--- src/design/plts_pkg.sv ---
// Shared constants and types for the pair link table store.
// No dependencies; every other design file refers to it by scoped names.
`default_nettype none

package plts_pkg;

  localparam int CAPACITY_DEF   = 64;
  localparam int LINK_WIDTH_DEF = 16;

  localparam int OP_W  = 3;
  localparam int IDX_W = 16;
  localparam int VAL_W = 16;
  localparam int CNT_W = 7;

  localparam logic [CNT_W-1:0] CAP_RESET = 7'd64;

  localparam logic [OP_W-1:0] OP_CREATE = 3'd0;
  localparam logic [OP_W-1:0] OP_READ   = 3'd1;
  localparam logic [OP_W-1:0] OP_UPDATE = 3'd2;
  localparam logic [OP_W-1:0] OP_DELETE = 3'd3;
  localparam logic [OP_W-1:0] OP_COUNT  = 3'd4;
  localparam logic [OP_W-1:0] OP_SEARCH = 3'd5;

  localparam logic ST_OK  = 1'b0;
  localparam logic ST_ERR = 1'b1;

  typedef enum logic [2:0] {
    S_IDLE,
    S_CREATE,
    S_CHECK,
    S_SCAN,
    S_FINISH,
    S_ERROR
  } state_t;

endpackage

`default_nettype wire

--- src/design/plts_in_if.sv ---
// Request channel of the pair link table store: valid/ready plus request fields.
// Depends on plts_pkg for field widths.
`default_nettype none

interface plts_in_if;
  logic                        valid;
  logic                        ready;
  logic [plts_pkg::OP_W-1:0]   operation;
  logic [plts_pkg::IDX_W-1:0]  entry_index;
  logic [plts_pkg::VAL_W-1:0]  source_value;
  logic [plts_pkg::VAL_W-1:0]  target_value;
  logic [plts_pkg::CNT_W-1:0]  max_matches;

  modport source (
    output valid, operation, entry_index, source_value, target_value, max_matches,
    input  ready
  );
  modport sink (
    input  valid, operation, entry_index, source_value, target_value, max_matches,
    output ready
  );
endinterface

`default_nettype wire

--- src/design/plts_out_if.sv ---
// Result channel of the pair link table store: valid/ready plus result fields.
// Depends on plts_pkg for field widths.
`default_nettype none

interface plts_out_if;
  logic                        valid;
  logic                        ready;
  logic                        status;
  logic [plts_pkg::IDX_W-1:0]  result_index;
  logic [plts_pkg::VAL_W-1:0]  source_out;
  logic [plts_pkg::VAL_W-1:0]  target_out;
  logic [plts_pkg::CNT_W-1:0]  match_count;
  logic                        last;

  modport source (
    output valid, status, result_index, source_out, target_out, match_count, last,
    input  ready
  );
  modport sink (
    input  valid, status, result_index, source_out, target_out, match_count, last,
    output ready
  );
endinterface

`default_nettype wire

--- src/design/pair_link_table_store.sv ---
// Pair link table store: sequencer, pair memory and result register.
// Depends on plts_pkg, plts_in_if and plts_out_if.
//
// Usage:
//   in_ch takes one request beat (create, read, update, delete, count, search)
//   when valid and ready are both high; ready is high only while the sequencer
//   is idle. out_ch gives one result beat per request, or for a search one beat
//   per match (one beat if none), the final one flagged by last. cfg_we/cfg_wdata
//   set the usable capacity at any edge while the block is idle.
//   The single read port of the pair memory sets the pace: one entry is
//   examined per cycle while no search match waits on a stalled out_ch.
//   The result sits in an output register, so the next request is taken
//   while the last result of the previous one still waits.
//   When a result beat cannot go out because out_ch is stalled, the sequencer
//   holds its place and re-reads the current entry; nothing is dropped.
//   Reset empties the table (used_count 0) and sets capacity to 64; the
//   memory itself is not cleared, as only created entries are ever read.
`default_nettype none

module pair_link_table_store #(
  parameter int CAPACITY   = plts_pkg::CAPACITY_DEF,
  parameter int LINK_WIDTH = plts_pkg::LINK_WIDTH_DEF
) (
  input  wire logic                        clk,
  input  wire logic                        rst_n,
  input  wire logic                        cfg_we,
  input  wire logic [plts_pkg::CNT_W-1:0]  cfg_wdata,
  plts_in_if.sink                          in_ch,
  plts_out_if.source                       out_ch
);

  localparam int AW   = $clog2(CAPACITY);
  localparam int IW   = $clog2(CAPACITY + 1);
  localparam int CMPW = (IW > plts_pkg::IDX_W) ? IW : plts_pkg::IDX_W;
  localparam int LW   = LINK_WIDTH;
  localparam int CW   = plts_pkg::CNT_W;
  localparam int XW   = plts_pkg::IDX_W;
  localparam int VW   = plts_pkg::VAL_W;

  plts_pkg::state_t state_r, state_nxt;

  logic [CW-1:0]              cap_r;
  logic [IW-1:0]              used_r, used_nxt;
  logic [plts_pkg::OP_W-1:0]  op_r, op_nxt;
  logic [XW-1:0]              idx_r, idx_nxt;
  logic [LW-1:0]              sv_r, sv_nxt, tv_r, tv_nxt;
  logic [CW-1:0]              maxm_r, maxm_nxt;
  logic [IW-1:0]              cur_r, cur_nxt;
  logic [CW-1:0]              found_r, found_nxt;
  logic                       pend_valid_r, pend_valid_nxt;
  logic [IW-1:0]              pend_idx_r, pend_idx_nxt;

  logic                       out_valid_r, out_valid_nxt;
  logic                       o_status_r, o_status_nxt;
  logic [XW-1:0]              o_index_r, o_index_nxt;
  logic [VW-1:0]              o_src_r, o_src_nxt, o_tgt_r, o_tgt_nxt;
  logic [CW-1:0]              o_cnt_r, o_cnt_nxt;
  logic                       o_last_r, o_last_nxt;

  logic [2*LW-1:0]            mem [CAPACITY];
  logic [2*LW-1:0]            rd_data_r;
  logic [AW-1:0]              ra, wa;
  logic                       we;
  logic [2*LW-1:0]            wd;

  logic                       in_fire, out_free, emit;
  logic [LW-1:0]              ent_src, ent_tgt, ent_pat;
  logic [CMPW-1:0]            ent_idx;
  logic                       ent_live, ent_hit, idx_ok, full, scan_end, is_search;
  logic                       scan_stall;
  logic [CW-1:0]              found_inc;
  logic                       new_is_scan;

  assign in_fire   = in_ch.valid && in_ch.ready;
  assign out_free  = !out_valid_r || out_ch.ready;
  assign in_ch.ready = (state_r == plts_pkg::S_IDLE);

  assign ent_src   = rd_data_r[2*LW-1:LW];
  assign ent_tgt   = rd_data_r[LW-1:0];
  assign ent_idx   = (state_r == plts_pkg::S_SCAN) ? CMPW'(cur_r) : CMPW'(idx_r);
  assign ent_pat   = LW'(ent_idx);
  // a deleted slot holds its own index as source and zero as target
  assign ent_live  = !((ent_src == ent_pat) && (ent_tgt == '0));
  assign ent_hit   = ent_live && ((sv_r == '0) || (ent_src == sv_r))
                              && ((tv_r == '0) || (ent_tgt == tv_r));
  assign idx_ok    = (idx_r != '0) && (CMPW'(idx_r) <= CMPW'(used_r));
  assign full      = (CMPW'(used_r) >= CMPW'(cap_r)) || (CMPW'(used_r) >= CMPW'(CAPACITY));
  assign scan_end  = (cur_r == used_r);
  assign is_search = (op_r == plts_pkg::OP_SEARCH);
  assign found_inc = found_r + 1'b1;
  // a second match cannot be taken until the held one has gone out
  assign scan_stall = (state_r == plts_pkg::S_SCAN) && is_search && ent_hit
                      && pend_valid_r && !out_free;
  assign new_is_scan = (in_ch.operation == plts_pkg::OP_COUNT) ||
                       (in_ch.operation == plts_pkg::OP_SEARCH);

  // next state
  always_comb begin
    state_nxt = state_r;
    case (state_r)
      plts_pkg::S_IDLE: begin
        if (in_fire) begin
          case (in_ch.operation)
            plts_pkg::OP_CREATE: state_nxt = plts_pkg::S_CREATE;
            plts_pkg::OP_READ,
            plts_pkg::OP_UPDATE,
            plts_pkg::OP_DELETE: state_nxt = plts_pkg::S_CHECK;
            plts_pkg::OP_COUNT:
              state_nxt = (used_r == '0) ? plts_pkg::S_FINISH : plts_pkg::S_SCAN;
            plts_pkg::OP_SEARCH: begin
              if (in_ch.max_matches == '0) state_nxt = plts_pkg::S_ERROR;
              else if (used_r == '0)       state_nxt = plts_pkg::S_FINISH;
              else                         state_nxt = plts_pkg::S_SCAN;
            end
            default: state_nxt = plts_pkg::S_ERROR;
          endcase
        end
      end
      plts_pkg::S_SCAN: begin
        if (!scan_stall) begin
          if ((is_search && ent_hit && (found_inc == maxm_r)) || scan_end) begin
            state_nxt = plts_pkg::S_FINISH;
          end
        end
      end
      plts_pkg::S_CREATE,
      plts_pkg::S_CHECK,
      plts_pkg::S_FINISH,
      plts_pkg::S_ERROR: begin
        if (out_free) state_nxt = plts_pkg::S_IDLE;
      end
      default: state_nxt = plts_pkg::S_IDLE;
    endcase
  end

  // datapath, memory controls and result beats
  always_comb begin
    used_nxt       = used_r;
    op_nxt         = op_r;
    idx_nxt        = idx_r;
    sv_nxt         = sv_r;
    tv_nxt         = tv_r;
    maxm_nxt       = maxm_r;
    cur_nxt        = cur_r;
    found_nxt      = found_r;
    pend_valid_nxt = pend_valid_r;
    pend_idx_nxt   = pend_idx_r;
    ra             = '0;
    we             = 1'b0;
    wa             = AW'(idx_r - 1'b1);
    wd             = {sv_r, tv_r};
    emit           = 1'b0;
    o_status_nxt   = plts_pkg::ST_OK;
    o_index_nxt    = '0;
    o_src_nxt      = '0;
    o_tgt_nxt      = '0;
    o_cnt_nxt      = '0;
    o_last_nxt     = 1'b1;
    case (state_r)
      plts_pkg::S_IDLE: begin
        ra = new_is_scan ? '0 : AW'(in_ch.entry_index - 1'b1);
        if (in_fire) begin
          op_nxt         = in_ch.operation;
          idx_nxt        = in_ch.entry_index;
          sv_nxt         = LW'(in_ch.source_value);
          tv_nxt         = LW'(in_ch.target_value);
          maxm_nxt       = in_ch.max_matches;
          cur_nxt        = IW'(1);
          found_nxt      = '0;
          pend_valid_nxt = 1'b0;
        end
      end
      plts_pkg::S_CREATE: begin
        if (out_free) begin
          emit = 1'b1;
          if (full) begin
            o_status_nxt = plts_pkg::ST_ERR;
          end else begin
            we          = 1'b1;
            wa          = AW'(used_r);
            used_nxt    = used_r + 1'b1;
            o_index_nxt = XW'(CMPW'(used_r) + 1'b1);
          end
        end
      end
      plts_pkg::S_CHECK: begin
        ra = AW'(idx_r - 1'b1);
        if (out_free) begin
          emit = 1'b1;
          if (!(idx_ok && ent_live)) begin
            o_status_nxt = plts_pkg::ST_ERR;
          end else begin
            case (op_r)
              plts_pkg::OP_READ: begin
                o_src_nxt = VW'(ent_src);
                o_tgt_nxt = VW'(ent_tgt);
              end
              plts_pkg::OP_UPDATE: we = 1'b1;
              plts_pkg::OP_DELETE: begin
                we = 1'b1;
                wd = {ent_pat, LW'(0)};
              end
              default: o_status_nxt = plts_pkg::ST_ERR;
            endcase
          end
        end
      end
      plts_pkg::S_SCAN: begin
        ra = scan_stall ? AW'(cur_r - 1'b1) : AW'(cur_r);
        if (!scan_stall) begin
          cur_nxt = cur_r + 1'b1;
          if (!is_search) begin
            if (ent_live) found_nxt = found_inc;
          end else if (ent_hit) begin
            // the held match is known not to be last once another turns up
            if (pend_valid_r) begin
              emit        = 1'b1;
              o_index_nxt = XW'(pend_idx_r);
              o_cnt_nxt   = found_r;
              o_last_nxt  = 1'b0;
            end
            pend_valid_nxt = 1'b1;
            pend_idx_nxt   = cur_r;
            found_nxt      = found_inc;
          end
        end
      end
      plts_pkg::S_FINISH: begin
        if (out_free) begin
          emit = 1'b1;
          if (!is_search) begin
            o_cnt_nxt = found_r;
          end else if (pend_valid_r) begin
            o_index_nxt = XW'(pend_idx_r);
            o_cnt_nxt   = found_r;
          end
        end
      end
      plts_pkg::S_ERROR: begin
        if (out_free) begin
          emit         = 1'b1;
          o_status_nxt = plts_pkg::ST_ERR;
        end
      end
      default: ;
    endcase
    out_valid_nxt = emit ? 1'b1 : (out_ch.ready ? 1'b0 : out_valid_r);
  end

  always_ff @(posedge clk) begin
    if (!rst_n) begin
      state_r      <= plts_pkg::S_IDLE;
      cap_r        <= plts_pkg::CAP_RESET;
      used_r       <= '0;
      found_r      <= '0;
      pend_valid_r <= 1'b0;
      out_valid_r  <= 1'b0;
    end else begin
      state_r      <= state_nxt;
      if (cfg_we) cap_r <= cfg_wdata;
      used_r       <= used_nxt;
      found_r      <= found_nxt;
      pend_valid_r <= pend_valid_nxt;
      out_valid_r  <= out_valid_nxt;
    end
  end

  always_ff @(posedge clk) begin
    op_r       <= op_nxt;
    idx_r      <= idx_nxt;
    sv_r       <= sv_nxt;
    tv_r       <= tv_nxt;
    maxm_r     <= maxm_nxt;
    cur_r      <= cur_nxt;
    pend_idx_r <= pend_idx_nxt;
    if (emit) begin
      o_status_r <= o_status_nxt;
      o_index_r  <= o_index_nxt;
      o_src_r    <= o_src_nxt;
      o_tgt_r    <= o_tgt_nxt;
      o_cnt_r    <= o_cnt_nxt;
      o_last_r   <= o_last_nxt;
    end
  end

  // pair memory: one write and one registered read per cycle
  always_ff @(posedge clk) begin
    if (we) mem[wa] <= wd;
    rd_data_r <= mem[ra];
  end

  assign out_ch.valid        = out_valid_r;
  assign out_ch.status       = o_status_r;
  assign out_ch.result_index = o_index_r;
  assign out_ch.source_out   = o_src_r;
  assign out_ch.target_out   = o_tgt_r;
  assign out_ch.match_count  = o_cnt_r;
  assign out_ch.last         = o_last_r;

`ifndef ASSERT_OFF
  a_used_bound: assert property (@(posedge clk) disable iff (!rst_n)
    CMPW'(used_r) <= CMPW'(CAPACITY))
    else $error("used count beyond capacity");

  a_used_step: assert property (@(posedge clk) disable iff (!rst_n)
    ($past(rst_n) && (used_r != $past(used_r))) |-> (used_r == IW'($past(used_r) + 1'b1)))
    else $error("used count moved by other than one");

  a_scan_range: assert property (@(posedge clk) disable iff (!rst_n)
    (state_r == plts_pkg::S_SCAN) |-> ((cur_r != '0) && (cur_r <= used_r)))
    else $error("scan pointer outside used entries");

  a_found_bound: assert property (@(posedge clk) disable iff (!rst_n)
    ((state_r == plts_pkg::S_SCAN) && is_search) |-> (found_r < maxm_r))
    else $error("search went past max matches");

  a_pend_count: assert property (@(posedge clk) disable iff (!rst_n)
    pend_valid_r |-> (found_r != '0))
    else $error("held match without a match count");
`endif

endmodule

`default_nettype wire

--- src/flat_wrapper.sv ---
// flat-port wrapper written by rule: the top's interface ports become plain ports
module pair_link_table_store_flat 
#(
  parameter int CAPACITY   = plts_pkg::CAPACITY_DEF,
  parameter int LINK_WIDTH = plts_pkg::LINK_WIDTH_DEF
)
  (clk, rst_n, cfg_we, cfg_wdata, in_ch_valid, in_ch_operation, in_ch_entry_index, in_ch_source_value, in_ch_target_value, in_ch_max_matches, in_ch_ready, out_ch_valid, out_ch_status, out_ch_result_index, out_ch_source_out, out_ch_target_out, out_ch_match_count, out_ch_last, out_ch_ready);
  plts_in_if in_ch_i ();
  plts_out_if out_ch_i ();
  input  wire logic clk;
  input  wire logic rst_n;
  input  wire logic cfg_we;
  input  wire logic [plts_pkg::CNT_W-1:0] cfg_wdata;
  input wire logic [$bits(in_ch_i.valid)-1:0] in_ch_valid;
  input wire logic [$bits(in_ch_i.operation)-1:0] in_ch_operation;
  input wire logic [$bits(in_ch_i.entry_index)-1:0] in_ch_entry_index;
  input wire logic [$bits(in_ch_i.source_value)-1:0] in_ch_source_value;
  input wire logic [$bits(in_ch_i.target_value)-1:0] in_ch_target_value;
  input wire logic [$bits(in_ch_i.max_matches)-1:0] in_ch_max_matches;
  output wire logic [$bits(in_ch_i.ready)-1:0] in_ch_ready;
  output wire logic [$bits(out_ch_i.valid)-1:0] out_ch_valid;
  output wire logic [$bits(out_ch_i.status)-1:0] out_ch_status;
  output wire logic [$bits(out_ch_i.result_index)-1:0] out_ch_result_index;
  output wire logic [$bits(out_ch_i.source_out)-1:0] out_ch_source_out;
  output wire logic [$bits(out_ch_i.target_out)-1:0] out_ch_target_out;
  output wire logic [$bits(out_ch_i.match_count)-1:0] out_ch_match_count;
  output wire logic [$bits(out_ch_i.last)-1:0] out_ch_last;
  input wire logic [$bits(out_ch_i.ready)-1:0] out_ch_ready;
  assign in_ch_i.valid = in_ch_valid;
  assign in_ch_i.operation = in_ch_operation;
  assign in_ch_i.entry_index = in_ch_entry_index;
  assign in_ch_i.source_value = in_ch_source_value;
  assign in_ch_i.target_value = in_ch_target_value;
  assign in_ch_i.max_matches = in_ch_max_matches;
  assign in_ch_ready = in_ch_i.ready;
  assign out_ch_valid = out_ch_i.valid;
  assign out_ch_status = out_ch_i.status;
  assign out_ch_result_index = out_ch_i.result_index;
  assign out_ch_source_out = out_ch_i.source_out;
  assign out_ch_target_out = out_ch_i.target_out;
  assign out_ch_match_count = out_ch_i.match_count;
  assign out_ch_last = out_ch_i.last;
  assign out_ch_i.ready = out_ch_ready;
  pair_link_table_store #(.CAPACITY(CAPACITY), .LINK_WIDTH(LINK_WIDTH)) u_core (.clk(clk), .rst_n(rst_n), .cfg_we(cfg_we), .cfg_wdata(cfg_wdata), .in_ch(in_ch_i), .out_ch(out_ch_i));
endmodule
--- config.mk ---
export PLATFORM = sky130hd
export DESIGN_NAME = pair_link_table_store_flat
export DESIGN_NICKNAME = d
export VERILOG_FILES = /design/src/design/plts_pkg.sv /design/src/design/plts_in_if.sv /design/src/design/plts_out_if.sv /design/src/design/pair_link_table_store.sv /design/src/flat_wrapper.sv
export SDC_FILE = /design/constraint.sdc
export NUM_CORES = 2
export LEC_CHECK = 0
export BUFFER_PORTS_ARGS = -buffer_cell sky130_fd_sc_hd__clkbuf_2
export CAP_MARGIN = 25
export CORE_MARGIN = 2
export CORE_UTILIZATION = 35
export DETAILED_ROUTE_END_ITERATION = 6
export SLEW_MARGIN = 10
export SYNTH_ARGS = -nofsm -noshare
export SYNTH_HDL_FRONTEND = slang
export SYNTH_SLANG_ARGS = --single-unit
--- constraint.sdc ---
create_clock -name clk -period 5.95 [get_ports clk]
set_input_delay 0.8925 -clock clk [delete_from_list [all_inputs] [get_ports clk]]
set_output_delay 0.8925 -clock clk [all_outputs]
set_load 0.01 [all_outputs]
Yosys cells after proc, flatten, opt, wreduce, memory -nomap -nowiden
Memory sizes are Yosys's and may differ from the RTL's. A register that Yosys moved wholly into a read port is not among the register bits.
Index checks and enable logic that the tools add are counted.
Widths: inputs -> output; s select.
{ "totals": {"ff_bits": 155, "mem_bits_rw": 2048, "in_bits": 70, "out_inout_bits": 59, "word_cells": 178, "n_memories": 1} }
{ "op_classes": {"add_sub_neg": 7, "magnitude_cmp": 3, "eq_ne": 27, "n_mux": 72, "n_bitwise": 5, "reduce_logical": 44} }
{ "memory_table": {"columns": ["memory", "depth", "width", "read_ports", "rd_ports_with_merged_regs", "wr", "line_no", "text"], "rows": [
  ["u_core.mem", 64, 32, 1, 1, 1, "pair_link_table_store.sv:60", "logic [2*LW-1:0] mem [CAPACITY];"]
]} }
{ "op_table": {"columns": ["operator", "count"], "rows": [
  ["$mux 32", 4],
  ["$mux 16", 7],
  ["$mux 7", 15],
  ["$eq 16x16->1", 3],
  ["$logic_not 16->1", 3],
  ["$pmux 16 s3", 1],
  ["$pmux 7 s2", 3],
  ["$mux 6", 5],
  ["$mux 1", 24],
  ["$add 7x1->7 const B", 3],
  ["$eq 3x2->1 const B", 6],
  ["$mux 3", 6],
  ["$pmux 6 s3", 1],
  ["$sub 6x1->6 const B", 3],
  ["$le 16x7->1", 1],
  ["$reduce_bool 16->1", 1],
  ["$eq 3x3->1 const B", 5],
  ["$eq 7x7->1", 2],
  ["$logic_not 7->1", 2],
  ["$logic_and 1x1->1", 12],
  ["$pmux 3 s4", 1],
  ["$reduce_and 4->1", 3],
  ["$reduce_and 5->1", 2],
  ["$eq 3x1->1 const B", 3],
  ["19 further kinds", 42]
]} }

Longest topological paths before layout
{ "logic_depth": {"word_depth": 13, "ltp_mapped": 21, "ltp_nobuf": 14} }

Worst setup path after synthesis
No wires, ideal clock.
{ "synth_timing": {"path_kind": "reg-to-reg", "start": "register u_core.used_r[2]", "end": "memory u_core.mem[0][18] in the netlist's numbering, data pin", "t_arrival_ns": 4.622, "required_ns": 5.401, "setup_slack_ns": 0.780, "path_stages_with_launch": 17, "path_buffers": 3, "period_less_slack_ns": 5.170, "path_cell_list": "dfxtp_1 -> clkbuf_1 -> inv_1 -> ha_1 -> o21a_1 -> o21a_1 -> o21a_1 -> o21a_1 -> o21a_1 -> o22ai_1 -> and3_1 -> nand2_1 -> nor2_1 -> clkbuf_1 -> clkbuf_1 -> nor2_1 -> a21oi_1"} }
{ "synth_via": {"elab_chain_len": 6} }
{ "synth_lines": {"columns": ["item", "line_no", "text"], "rows": [
  ["start: declaration", "pair_link_table_store.sv:43", "logic [IW-1:0] used_r, used_nxt;"],
  ["start signal: assignment", "pair_link_table_store.sv:261", "used_r <= used_nxt;"],
  ["$le 16x7->1", "pair_link_table_store.sv:86", "assign idx_ok = (idx_r != '0) && (CMPW'(idx_r) <= CMPW'(used_r));"],
  ["$logic_and 1x1->1", "pair_link_table_store.sv:86", null],
  ["$logic_and 1x1->1", "pair_link_table_store.sv:190", "if (!(idx_ok && ent_live)) begin"],
  ["$mux 32", "pair_link_table_store.sv:190", null],
  ["$mux 32", "pair_link_table_store.sv:188", "if (out_free) begin"],
  ["$mux 32", "pair_link_table_store.sv:159", "case (state_r)"],
  ["named net u_core.wd[18]", "pair_link_table_store.sv:64", "logic [2*LW-1:0] wd;"],
  ["end: declaration", "pair_link_table_store.sv:60", null]
]} }
The timed path passes the listed nets, and every way through them passes these cells.

Final worst setup path
{ "layout_timing": {"start": "register u_core.state_r[2]", "end": "register u_core.rd_data_r[13], read port of u_core.mem"} }
{ "layout_via": {"elab_chain_len": 12} }
{ "layout_lines": {"columns": ["item", "line_no", "text"], "rows": [
  ["start: declaration", "pair_link_table_store.sv:40", "plts_pkg::state_t state_r, state_nxt;"],
  ["start signal: assignment", "pair_link_table_store.sv:252", "state_r <= plts_pkg::S_IDLE;"],
  ["start signal: assignment", "pair_link_table_store.sv:259", "state_r <= state_nxt;"],
  ["$eq 3x2->1", "pair_link_table_store.sv:80, pair_link_table_store.sv:92, pair_link_table_store.sv:159", null],
  ["$mux 16", "pair_link_table_store.sv:80", "assign ent_idx = (state_r == plts_pkg::S_SCAN) ? CMPW'(cur_r) : CMPW'(idx_r);"],
  ["$eq 16x16->1", "pair_link_table_store.sv:83", "assign ent_live = !((ent_src == ent_pat) && (ent_tgt == '0));"],
  ["$logic_and 1x1->1", "pair_link_table_store.sv:83", null],
  ["$logic_not 1->1", "pair_link_table_store.sv:83", null],
  ["$logic_and 1x1->1", "pair_link_table_store.sv:84", "assign ent_hit = ent_live && ((sv_r == '0) || (ent_src == sv_r))"],
  ["$logic_and 1x1->1", "pair_link_table_store.sv:85", "&& ((tv_r == '0) || (ent_tgt == tv_r));"],
  ["$logic_and 1x1->1", "pair_link_table_store.sv:92", "assign scan_stall = (state_r == plts_pkg::S_SCAN) && is_search && ent_hit"],
  ["$logic_and 1x1->1 (2 in series)", "pair_link_table_store.sv:93", "&& pend_valid_r && !out_free;"],
  ["$mux 6", "pair_link_table_store.sv:209", "ra = scan_stall ? AW'(cur_r - 1'b1) : AW'(cur_r);"],
  ["$pmux 6 s3 *", "pair_link_table_store.sv:159", null],
  ["end: declaration", "pair_link_table_store.sv:61", "logic [2*LW-1:0] rd_data_r;"]
]} }
Mark *: on every way between the ends. The rest lies on a longest branch, timed or not.
A chain may end at the register's enable or synchronous reset.

==> key figures <==
Global routing
  – Total gr overflow: 0
  – First-pass GRT wire length: ~390000 um
  – Initial antenna violation count: 24
  – Largest net degree at the start of global routing: around 150
  – Vias in the first global route: roughly 53000
  – All-Layer GR Usage: 20.6%

Die
  – CORE AREA: 0.254 mm^2
  – Site Rows: 185
  – Die Wd: 509 um
  – Die area: 0.260 mm^2
  – DIE HEIGHT: 509 um
  – Count of boundary I/O pins: around 130
  – Initial Utilization: 35.2%

Logic synthesis
  – EDFF count, synth: around 2200
  – Top cells by area, synth: edfxtp_1 (73%), nand2_1 (4.0%), a211oi_1 (2.3%)
  – Ys async rst share: 0%
  – Most used flip-flop cell after synthesis: edfxtp_1
  – Cell with the most instances after synthesis: edfxtp_1
  – Post-synth top cells: edfxtp_1 (2169), nand2_1 (949), and3_1 (280)
  – Sequential share of the synthesized area: approximately 74%
  – Yosys top cell area share: 72.8%
  – Avg Cell Area, Syn: 14.9 um^2
  – Unique masters post-synth: 88
  – Post-synthesis instance area: 0.0894 mm^2
  – Mapped Cells: 6004
  – Dominant cell type by area after synthesis: edfxtp_1
  – #FFs+latches synth: 2227
  – Yosys warning count: 0

Job
  – Max cap viols: 0

Timing
  – Hold Vio Cnt, Final: 0
  – Final worst-path cycle share: 95.9%
  – RSZ-0062 raised after global routing: no
  – Post-route minimum period: 5.70 ns
  – Worst rel slew slack: 25.0%
  – Setup Skew: 0.0492 ns
  – Slew Limit Fails: 0
  – Setup Viol. Count Final: 0
  – Worst-Margin Slew: 1.13 ns
  – Fmax: approximately 180 MHz
  – Setup WS post-layout: 0.246 ns

Final layout
  – Area of the multi-input gates: 0.0219 mm^2
  – Final Non-Filler Cells: 9888
  – Final-layout fill cell count: 22800
  – Reg area: 0.0663 mm^2
  – Fin util: approximately two fifths
  – Area Overhead vs Synth: 16.8%
  – Share of layout cells above drive strength 1: 16.2%
  – Fin nets: about 6400

Routing
  – Antenna Nets Post-Route: 0
  – Wirelength per Cell: 27.7 um
  – Vias per inst: 5.70
  – Vias: between 50000 and 60000
  – Met3 WL: 30200 um
  – Residual DRC: 0
  – Top Layer Used: met5
  – M1 WL: 113000 um
  – DR pass1 iterations: 6
  – Routed wire length: 273000 um
  – Met2 WL: 118000 um
  – DR iter-0 viols: 7720

Place
  – Port-buffer cells: 120
  – DP HPWL: 166000 um
  – Gpl congestion: roughly 0.93
  – Pre-CTS setup slack: -0.0217 ns
  – Placed cells: between 9000 and 10000

Power and ir drop
  – Max VDD drop: ~0.00034 V
  – Switching Share: 30.7%
  – Clock network fraction of total power: 34.1%
  – Leakage: 34.9 nW
  – P_int: 29.7 mW
  – Logic pwr share: a little under a quarter
  – Sequential Power Share: 43.1%
  – P_sw: 13.1 mW
  – Power per cell area: 410 mW/mm^2

Clock network
  – H-tree depth: 4
  – Cts bufs inserted: 222
  – Worst-path clk slew: 0.06 ns
  – Clock sinks: 2227
  – Insertion delay to the later sink of the worst-skew pair: 0.87 ns
  – CTS max path bufs: 3
  – Cts hold-fix bufs: 0
  – Root buffer cell: clkbuf_16
  – CTS tree: built

Critical path
  – Worst-path cell chain: nand3b_4, mux2i_1, xor2_1, o2111ai_1, o41a_1, a31oi_4, and2_4, buf_12, buf_12, nand2_1, a311oi_2, a211oi_1, a2111oi_1, buf_4, a22o_1
  – Crit Path Max Fanout: 33
  – Req. time, crit path: 6.75 ns
  – Kind of cell adding the most delay to the critical path: compound AO/OA/AOI/OAI gates
  – CP Launch Type: register
  – Slowest stage delay, CP: 0.77 ns
  – Cell repeated most along the worst path: buf_12
  – Critical path class: reg2reg
  – Slowest CP cell: a2111oi_1
  – CP endpoint kind: register
  – WP buf/inv: 3
  – Data arrival time of the critical path: 6.51 ns

Min path
  – Hold Crit Class: in2reg

Run status
  – Status: complete, no violations
==> registers in the layout, indices dropped and copies added, names as in the netlist, 8 cells and up <==
| name | flops |
|---|---|
| u_core.out_ch.result_index | 8 |
| u_core.mem | 2048 |
| u_core.out_ch.source_out | 16 |
| u_core.idx_r | 16 |
| u_core.tv_r | 16 |
| u_core.out_ch.target_out | 16 |
| u_core.rd_data_r | 32 |
| u_core.sv_r | 16 |
==> layer usage <==
layer / track usage, % / vias up
met3: 4.59 / 457
met1: 29.4 / 28700
met4: 8.86 / 8
li1: - / 24000
met5: 0 / -
met2: 30.0 / 3157
==> per-stage QoR <==
step	hold slack, ns	TNS [ns]	power (mW)	area, um^2
after floorplan	0.424	0	23.7	89400
after global placement	0.478	-0.0535	28.2	96700
after detailed placement	0.492	-0.0217	28.3	96700
after CTS	0.148	0	42.7	104000
after global routing	0.169	0	44.0	104000
final	0.198	0	42.8	104000
==> area by class of cell <==
type | count | area share (%)
timing repair buffer | 506 | 4.07
tap | 3366 | 4.03
clock inverter | 127 | 1.56
clock buffer | 288 | 5.74
antenna | 5 | 0.0120
sequential | 2227 | 63.5
multi-input combinational | 3327 | 20.9
inverter | 42 | 0.151
==> repair_timing <==
item,in CTS,in global routing
setup endpoints to repair,1,6
setup buffers,0,2
gates resized for setup,1,0
==> power by group through the flow <==
stage                     clock network [mW]  registers (mW)  logic (mW)
after global placement                     0            18.7        9.47
after detailed placement                   0            18.7        9.53
after CTS                               14.8            18.4        9.58
after floorplan                            0            18.6        5.13
after global routing                    15.3            18.4        10.3
final                                   14.6            18.4        9.77
==> final timing paths <==
path,startpoint,end,slack (ns),depth (start not counted)
min reg2reg,u_core.found_r[1]$_SDFFE_PN0P_,u_core.found_r[1]$_SDFFE_PN0P_,0.50,2
max reg2reg,u_core.state_r[2]$_SDFFE_PN0P_,u_core.rd_data_r[13]$_DFF_P_,0.25,15
min,in_ch_source_value[4],u_core.sv_r[4]$_DFFE_PP_,0.20,1
max,u_core.state_r[2]$_SDFFE_PN0P_,u_core.rd_data_r[13]$_DFF_P_,0.25,15
==> worst register-to-register path, delay by kind of cell, from the launching register on <==
family / cells / cell delay [ns]
AND/OR/NAND/NOR: 3 / 0.98
XOR/XNOR: 1 / 0.23
flip-flops: 1 / 0.57
buffers and inverters: 3 / 0.88
multiplexers: 1 / 0.43
AO/OA/AOI/OAI: 7 / 2.54
==> layout by cell type (no fill, tap or decap), drive strengths merged, types with 58 or more instances in the layout <==
master	netlist	routed
nor2	176	176
a311oi	78	78
a31oi	166	166
nand2	949	949
mux4	67	67
dfxtp	58	58
clkbuf	240	408
a21oi	205	205
edfxtp	2169	2169
clkinv	0	78
mux2i	176	176
nand3	125	125
buf	176	386
and3	280	280
o21ai	107	107
a211oi	274	274
==> cell families (layout without fill, tap and decap cells) <==
group / after synthesis / count (layout) / share of synthesized area, %
buf+inv: 458 / 963 / 2.43
flops: 2227 / 2227 / 74.1
compound gates: 1212 / 1212 / 9.58
fa+ha+maj: 21 / 21 / 0.294
xor+xnor: 82 / 82 / 0.803
simple gates: 1760 / 1760 / 9.09
other cells: 1 / 14 / 0.00419
mux: 243 / 243 / 3.66
(Power assumes the default switching activity.)
